### config.mk
export PLATFORM = sky130hd
export DESIGN_NAME = hsl_saturation_adjust
export DESIGN_NICKNAME = d
export VERILOG_FILES = /design/src/design/hsa_pkg.sv /design/src/design/hsa_div_stage.sv /design/src/design/hsl_saturation_adjust.sv
export SDC_FILE = /design/constraint.sdc
export NUM_CORES = 2
export LEC_CHECK = 0
export BUFFER_PORTS_ARGS = -buffer_cell sky130_fd_sc_hd__buf_2
export CAP_MARGIN = 20
export CORE_MARGIN = 10
export CORE_UTILIZATION = 55
export CTS_BUF_LIST = sky130_fd_sc_hd__clkbuf_8
export DETAILED_ROUTE_END_ITERATION = 12
export PLACE_DENSITY = 0.73
export SYNTH_ARGS = -nofsm -noshare
export SYNTH_HDL_FRONTEND = slang
export SYNTH_SLANG_ARGS = --single-unit
### constraint.sdc
create_clock -name clk_i -period 13.5 [get_ports clk_i]
set_input_delay 0 -clock clk_i [delete_from_list [all_inputs] [get_ports clk_i]]
set_output_delay 0 -clock clk_i [all_outputs]
set_load 0.05 [all_outputs]
### src/design/hsa_pkg.sv
// Shared types and constants for the HSL saturation adjust pipeline.
`timescale 1ns / 1ps
package hsa_pkg;

  localparam int NUM_CH     = 3;
  localparam int DIV_STAGES = 4;
  localparam int NUM_STG    = 5 + DIV_STAGES;

  localparam logic [7:0] PCT_FULL = 8'd100;
  localparam logic [7:0] BYTE_MAX = 8'd255;

  localparam logic CFG_IDX_SAT = 1'b0;

  typedef struct packed {
    logic [8:0] rem;
    logic [7:0] low;
    logic [7:0] quo;
  } div_t;

endpackage

### src/design/hsa_div_stage.sv
// Two restoring-division quotient bits per channel, registered.
`timescale 1ns / 1ps
module hsa_div_stage (
  input  logic        clk_i,
  input  logic        en_i,
  input  hsa_pkg::div_t div_i [hsa_pkg::NUM_CH],
  input  logic [8:0]  den_i,
  output hsa_pkg::div_t div_o [hsa_pkg::NUM_CH],
  output logic [8:0]  den_o
);

  hsa_pkg::div_t div_d [hsa_pkg::NUM_CH];
  hsa_pkg::div_t div_q [hsa_pkg::NUM_CH];
  logic [8:0]    den_q;

  function automatic hsa_pkg::div_t div_step(hsa_pkg::div_t x, logic [8:0] den);
    logic [9:0]    t;
    logic          ge;
    hsa_pkg::div_t y;
    t     = {x.rem, x.low[7]};
    ge    = (t >= {1'b0, den});
    y.rem = ge ? 9'(t - {1'b0, den}) : t[8:0];
    y.low = {x.low[6:0], 1'b0};
    y.quo = {x.quo[6:0], ge};
    return y;
  endfunction

  always_comb begin
    for (int k = 0; k < hsa_pkg::NUM_CH; k++) begin
      div_d[k] = div_step(div_step(div_i[k], den_i), den_i);
    end
  end

  always_ff @(posedge clk_i) begin
    if (en_i) begin
      div_q <= div_d;
      den_q <= den_i;
    end
  end

  assign div_o = div_q;
  assign den_o = den_q;

endmodule

### src/design/hsl_saturation_adjust.sv
// Top level: HSL saturation adjustment of one RGB pixel per clock when not stalled.
// One pixel enters per clock while in_stall_o is low and passes through a
// 9-stage pipeline (input register, min/max, branch select, multiply, sum,
// then a 4-stage restoring divider giving two quotient bits per stage). Each
// stage advances whenever the stage after it is empty or moving, so bubbles
// collapse under output stall. saturation_percent lives at byte address 0 and
// is to be written only while the pipeline is empty.
`timescale 1ns / 1ps
module hsl_saturation_adjust (
  input  logic        clk_i,
  input  logic        rst_ni,
  input  logic        psel,
  input  logic        penable,
  input  logic        pwrite,
  input  logic [2:0]  paddr,
  input  logic [31:0] pwdata,
  output logic [31:0] prdata,
  output logic        pready,
  input  logic        in_valid_i,
  output logic        in_stall_o,
  input  logic [7:0]  red_in_i,
  input  logic [7:0]  green_in_i,
  input  logic [7:0]  blue_in_i,
  output logic        out_valid_o,
  input  logic        out_stall_i,
  output logic [7:0]  red_out_o,
  output logic [7:0]  green_out_o,
  output logic [7:0]  blue_out_o
);

  localparam int NS = hsa_pkg::NUM_STG;
  localparam int NC = hsa_pkg::NUM_CH;
  localparam int ND = hsa_pkg::DIV_STAGES;

  // config
  logic signed [7:0] sat_q;
  logic signed [7:0] pc;

  assign pready = 1'b1;
  assign prdata = {{24{sat_q[7]}}, sat_q};

  always_ff @(posedge clk_i or negedge rst_ni) begin
    if (!rst_ni) begin
      sat_q <= '0;
    end else if (psel && penable && pwrite && paddr[2] == hsa_pkg::CFG_IDX_SAT) begin
      sat_q <= pwdata[7:0];
    end
  end

  always_comb begin
    if (sat_q < -8'sd100) begin
      pc = -8'sd100;
    end else if (sat_q > 8'sd100) begin
      pc = 8'sd100;
    end else begin
      pc = sat_q;
    end
  end

  // flow control
  logic [NS-1:0] v_q;
  logic [NS-1:0] en;

  always_comb begin
    en[NS-1] = !v_q[NS-1] || !out_stall_i;
    for (int k = NS - 2; k >= 0; k--) begin
      en[k] = !v_q[k] || en[k+1];
    end
  end

  always_ff @(posedge clk_i or negedge rst_ni) begin
    if (!rst_ni) begin
      v_q <= '0;
    end else begin
      if (en[0]) begin
        v_q[0] <= in_valid_i;
      end
      for (int k = 1; k < NS; k++) begin
        if (en[k]) begin
          v_q[k] <= v_q[k-1];
        end
      end
    end
  end

  assign in_stall_o  = !en[0];
  assign out_valid_o = v_q[NS-1];

  // stage 1: input register
  logic [7:0] c1_q [NC];

  always_ff @(posedge clk_i) begin
    if (en[0]) begin
      c1_q[0] <= red_in_i;
      c1_q[1] <= green_in_i;
      c1_q[2] <= blue_in_i;
    end
  end

  // stage 2: max, min, lightness denominator
  logic [7:0] mx, mn, dlt;
  logic [8:0] sum;
  logic [7:0] den;
  logic [7:0] c2_q [NC];
  logic [8:0] sum2_q;
  logic [7:0] d2_q, den2_q;
  logic       gray2_q;

  always_comb begin
    mx = c1_q[0];
    mn = c1_q[0];
    for (int k = 1; k < NC; k++) begin
      if (c1_q[k] > mx) mx = c1_q[k];
      if (c1_q[k] < mn) mn = c1_q[k];
    end
    dlt = mx - mn;
    sum = {1'b0, mx} + {1'b0, mn};
    den = (sum < {1'b0, hsa_pkg::BYTE_MAX}) ? sum[7:0]
                                             : 8'(10'd510 - {1'b0, sum});
  end

  always_ff @(posedge clk_i) begin
    if (en[1]) begin
      c2_q    <= c1_q;
      sum2_q  <= sum;
      d2_q    <= dlt;
      den2_q  <= den;
      gray2_q <= (dlt == 8'd0);
    end
  end

  // stage 3: pick alpha as an / ad
  logic [6:0]  pu;
  logic [14:0] lhs, rhs;
  logic        cut;
  logic [7:0]  an, ad;
  logic [7:0]  c3_q [NC];
  logic [8:0]  sum3_q;
  logic [7:0]  an3_q, ad3_q;
  logic        cut3_q, gray3_q;

  always_comb begin
    pu  = pc[6:0];
    cut = pc[7];
    lhs = 15'(pu * den2_q);
    rhs = 15'(hsa_pkg::PCT_FULL[6:0] * (den2_q - d2_q));
    if (cut) begin
      an = 8'(9'(signed'({1'b0, hsa_pkg::PCT_FULL})) + 9'(pc));
      ad = hsa_pkg::PCT_FULL;
    end else if (lhs >= rhs) begin
      an = den2_q - d2_q;
      ad = d2_q;
    end else begin
      an = {1'b0, pu};
      ad = hsa_pkg::PCT_FULL - {1'b0, pu};
    end
  end

  always_ff @(posedge clk_i) begin
    if (en[2]) begin
      c3_q    <= c2_q;
      sum3_q  <= sum2_q;
      an3_q   <= an;
      ad3_q   <= ad;
      cut3_q  <= cut;
      gray3_q <= gray2_q;
    end
  end

  // stage 4: products
  logic signed [10:0] diff [NC];
  logic signed [19:0] prod [NC];
  logic        [16:0] base [NC];
  logic signed [19:0] prod4_q [NC];
  logic        [16:0] base4_q [NC];
  logic        [7:0]  c4_q [NC];
  logic        [8:0]  dd4_q;
  logic               gray4_q;

  always_comb begin
    for (int k = 0; k < NC; k++) begin
      diff[k] = $signed({2'b0, c3_q[k], 1'b0}) - $signed({2'b0, sum3_q});
      prod[k] = 20'(diff[k] * $signed({1'b0, an3_q}));
      base[k] = cut3_q ? 17'(sum3_q * hsa_pkg::PCT_FULL)
                       : 17'({c3_q[k], 1'b0} * ad3_q);
    end
  end

  always_ff @(posedge clk_i) begin
    if (en[3]) begin
      prod4_q <= prod;
      base4_q <= base;
      c4_q    <= c3_q;
      dd4_q   <= {ad3_q, 1'b0};
      gray4_q <= gray3_q;
    end
  end

  // stage 5: numerator, sign and range check, divider setup
  logic signed [20:0] num [NC];
  logic        [16:0] dsh;
  logic        [16:0] nsel [NC];
  hsa_pkg::div_t      div0 [NC];
  hsa_pkg::div_t      divq [ND+1][NC];
  logic        [8:0]  denq [ND+1];
  logic        [8:0]  den5;

  always_comb begin
    dsh  = {dd4_q, 8'd0};
    den5 = gray4_q ? 9'd1 : dd4_q;
    for (int k = 0; k < NC; k++) begin
      num[k] = $signed({4'b0, base4_q[k]}) + 21'(prod4_q[k]);
      if (gray4_q) begin
        nsel[k] = {9'd0, c4_q[k]};
      end else if (num[k][20]) begin
        nsel[k] = '0;
      end else if (num[k][19:0] >= {3'b0, dsh}) begin
        nsel[k] = dsh - {8'd0, dd4_q};
      end else begin
        nsel[k] = num[k][16:0];
      end
      div0[k].rem = nsel[k][16:8];
      div0[k].low = nsel[k][7:0];
      div0[k].quo = '0;
    end
  end

  always_ff @(posedge clk_i) begin
    if (en[4]) begin
      divq[0] <= div0;
      denq[0] <= den5;
    end
  end

  // stages 6..9: divider
  for (genvar g = 0; g < ND; g++) begin : g_div
    hsa_div_stage u_div (
      .clk_i (clk_i),
      .en_i  (en[5+g]),
      .div_i (divq[g]),
      .den_i (denq[g]),
      .div_o (divq[g+1]),
      .den_o (denq[g+1])
    );
  end

  assign red_out_o   = divq[ND][0].quo;
  assign green_out_o = divq[ND][1].quo;
  assign blue_out_o  = divq[ND][2].quo;

  a_stall_full: assert property (@(posedge clk_i) disable iff (!rst_ni)
    in_stall_o |-> (&v_q))
    else $error("input stalled with an empty stage");

  a_div_rem_in: assert property (@(posedge clk_i) disable iff (!rst_ni)
    v_q[4] |-> (divq[0][0].rem < denq[0] && divq[0][1].rem < denq[0]
                && divq[0][2].rem < denq[0]))
    else $error("divider entry remainder not below divisor");

  a_div_rem_out: assert property (@(posedge clk_i) disable iff (!rst_ni)
    v_q[NS-1] |-> (divq[ND][0].rem < denq[ND] && divq[ND][1].rem < denq[ND]
                   && divq[ND][2].rem < denq[ND]))
    else $error("divider exit remainder not below divisor");

endmodule

==> flow_summary.json <==
{
  "status": "finished clean",
  "grt_pass1_wl_um": 203100,
  "path_delay_family": "adder cells",
  "hold_path_depth": 4,
  "fin_setup_tns_ns": 0,
  "synth_edf_count": 523,
  "hold_viol": 0,
  "maxSlewHeadroom_pct": 23.18,
  "crit_required_ns": 14.01,
  "vias_per_cell": 5.631,
  "firstDrtPassIters": 6,
  "seq_area_frac_synth_pct": 30.46,
  "die_h_um": 330.3,
  "async_flop_share_pct": 3.148,
  "path_buf_inv": 5,
  "cp.depth": 28,
  "cts_root_buf": "clkbuf_8",
  "place.gp.congestion": 0.9597,
  "fin_crit_sh_pct": 59.14,
  "antenna_found_initial": 3,
  "coreArea_mm2": 0.09529,
  "gr-total-overflow": 0,
  "synth_cell_types": 79,
  "cts.repair.resized": 0,
  "slowest_delay_ns": 0.98,
  "nets": 6618,
  "layout_min_cycle_time_ns": 7.984,
  "min_from": "out_stall_i",
  "r2r-start": "sat_q[7]",
  "first_global_vias": 38797,
  "synth_ff_type": "edfxtp_1",
  "cts.sinks": 540,
  "grt_use_met3_pct": 2.559,
  "cts_tree": "yes",
  "grtUsageMet2_pct": 40.50,
  "gr-usage-met1_pct": 28.37,
  "route.detailed.wl_per_inst_um": 18.52,
  "slew_violations": 0,
  "drt-total-wl_um": 126500,
  "yosysWarnings": 0,
  "portBuffers": 97,
  "fin_skew_ns": 0.05622,
  "clockBufferDepth": 3,
  "syn-cell-area_mm2": 0.05295,
  "worstSetupPathType": "reg2reg",
  "die_area_mm2": 0.1091,
  "reg2reg_depth": 28,
  "grtUsageTotal_pct": 23.25,
  "vias": 38442,
  "syn_avg_cell_area_um2": 9.924,
  "tritoncts.num_buffers": 91,
  "drtIter0Drc": 2455,
  "maxCapViolCount": 0,
  "drive_above_1_share_pct": 6.728,
  "grt_max_degree": 84,
  "path_max_fanout": 39,
  "max_freq_ghz": 0.1253,
  "syn2layout_area_growth_pct": 7.996,
  "cp-end-kind": "flip-flop",
  "holdPathEnd": "v_q[8]",
  "rrSetupSlack_ns": 5.52,
  "ant_nets": 0,
  "drc": 0,
  "min_path_type": "in2reg",
  "cp_common_cell": "nor2_1",
  "startpoint": "sat_q[7]",
  "initial_core_util_pct": 55.57,
  "synth-seq-cells": 540,
  "cts_hold_buf": 71,
  "finalSetupViolCount": 0,
  "synth_nets": 6466,
  "worst_pin_slew_ns": 1.152,
  "dp_hpwl_um": 97910,
  "cts_setup_buffers": 0,
  "crit_slowest_cell": "dfrtp_1",
  "die_x_um": 330.3,
  "busiest_layer": "met2",
  "row_count": 113,
  "rsz0062_at_grt": "false",
  "r2r_end": "ad3_q[4]",
  "clk_pin_slew_ns": 0.09,
  "io_pins": 125,
  "clkLatencyLatePin_ns": 0.75,
  "synth_cells": 5336,
  "htreeDepth": 3,
  "crit_arrival_ns": 8.49,
  "critPathLaunchType": "flip-flop"
}
## cell usage in the layout (no fill, tap or decap), types with 63 or more instances in the layout
cell type      count
nand2_1          401
clkbuf_8          93
a21oi_1          264
xnor2_1          207
mux2i_1           63
o21ai_0          294
mux2_2            72
nor2_1           252
a21o_1           136
fa_1             377
nor2b_1           77
buf_2             97
dlygate4sd3_1     70
and2_1           243
edfxtp_1         523
inv_1            843
ha_1             687
## flip-flops by register name, indices dropped and copies added, names as in the netlist, 9 cells and up
register	cells
v_q	9
divq	51
g_div.u_div.den_o	27
c3_q	24
denq	9
sum2_q	9
c4_q	24
prod4_q	55
g_div.u_div.div_o	177
c2_q	24
sum3_q	9
c1_q	24
base4_q	48
## routing by layer
metal | routed length (um) | part of all wire, %
met5 | 11 | 0.0087
met2 | 62290 | 49
met4 | 6662 | 5.3
met1 | 51830 | 41
met3 | 5660 | 4.5
## synthesized netlist by cell type, drive strengths merged, types with 22 or more instances
cell type | instances | area [um2]
a21boi | 58 | 435.4
nor3b | 22 | 165.2
o21bai | 34 | 255.2
ha | 687 | 8596
buf | 61 | 431.7
and2 | 244 | 1526
xnor2 | 207 | 1813
nor2b | 77 | 481.7
nor3 | 53 | 265.3
inv | 821 | 3082
mux2 | 72 | 810.8
nand2 | 404 | 1516
nand3 | 59 | 300.3
a21o | 136 | 1021
and3 | 48 | 300.3
nand4 | 48 | 300.3
mux2i | 63 | 630.6
clkbuf | 96 | 360.4
o21ai | 300 | 1509
a21oi | 265 | 1326
nand2b | 52 | 325.3
nor2 | 252 | 945.9
o31ai | 53 | 397.9
xor2 | 61 | 534.3
o211ai | 22 | 170.2
fa | 377 | 7547
nand3b | 28 | 210.2
edfxtp | 523 | 15710
## worst register-to-register path, delay by kind of cell (launching register included)
| kind | cells | cell delay (ns) |
|---|---|---|
| buffers and inverters | 5 | 0.83 |
| flip-flops | 1 | 0.98 |
| adder cells (fa/ha/maj) | 6 | 2.70 |
| XOR/XNOR | 1 | 0.16 |
| AO/OA/AOI/OAI | 9 | 2.14 |
| AND/OR/NAND/NOR | 7 | 0.97 |
## final cells by class
class | instances | area [um2]
Antenna cell | 3 | 7.507
Clock buffer | 93 | 1280
Clock inverter | 71 | 525.5
Fill cell | 7969 | 38110
Inverter | 821 | 3082
Multi-Input combinational cell | 3818 | 32980
Sequential cell | 540 | 16130
Tap cell | 1265 | 1583
Timing Repair Buffer | 216 | 1599
## worst max path at each step
stage | end | slack (ns)
2_1_floorplan | ad3_q[4] | 6.28
3_3_place_gp | ad3_q[4] | 5.70
3_5_place_dp | ad3_q[4] | 5.58
4_1_cts | ad3_q[4] | 5.47
5_1_grt | ad3_q[4] | 4.85
6_report | ad3_q[4] | 5.52
## cell families after synthesis
family          after synthesis  share of synthesized area [%]
simple gates               1345                          12.76
fa+ha+maj                  1064                          30.49
compound gates             1005                          11.81
buf+inv                     978                          7.316
flops                       540                          30.46
xor+xnor                    268                          4.433
mux                         135                          2.722
other cells                   1                       0.007082
## metrics by stage
| step | std cells | setup slack, ns | hold WS (ns) | util (%) | cell area, um2 |
|---|---|---|---|---|---|
| 6_report | 6827 | 5.516 | 0.08060 | 60.01 | 57190 |
| 5_1_grt | 6826 | 4.848 | 0.1024 | 60.01 | 57180 |
| 4_1_cts | 6819 | 5.474 | 0.02525 | 59.93 | 57110 |
| 3_5_place_dp | 6584 | 5.584 | 0.02038 | 57.28 | 54580 |
| 3_3_place_gp | 6584 | 5.695 | 0.01953 | 57.28 | 54580 |
| 2_1_floorplan | 5336 | 6.282 | -0.2956 | - | 52950 |
Power is left out: the tool's default activity adds up to more than one toggle a clock period on the data nets, which glitch-free logic cannot reach.
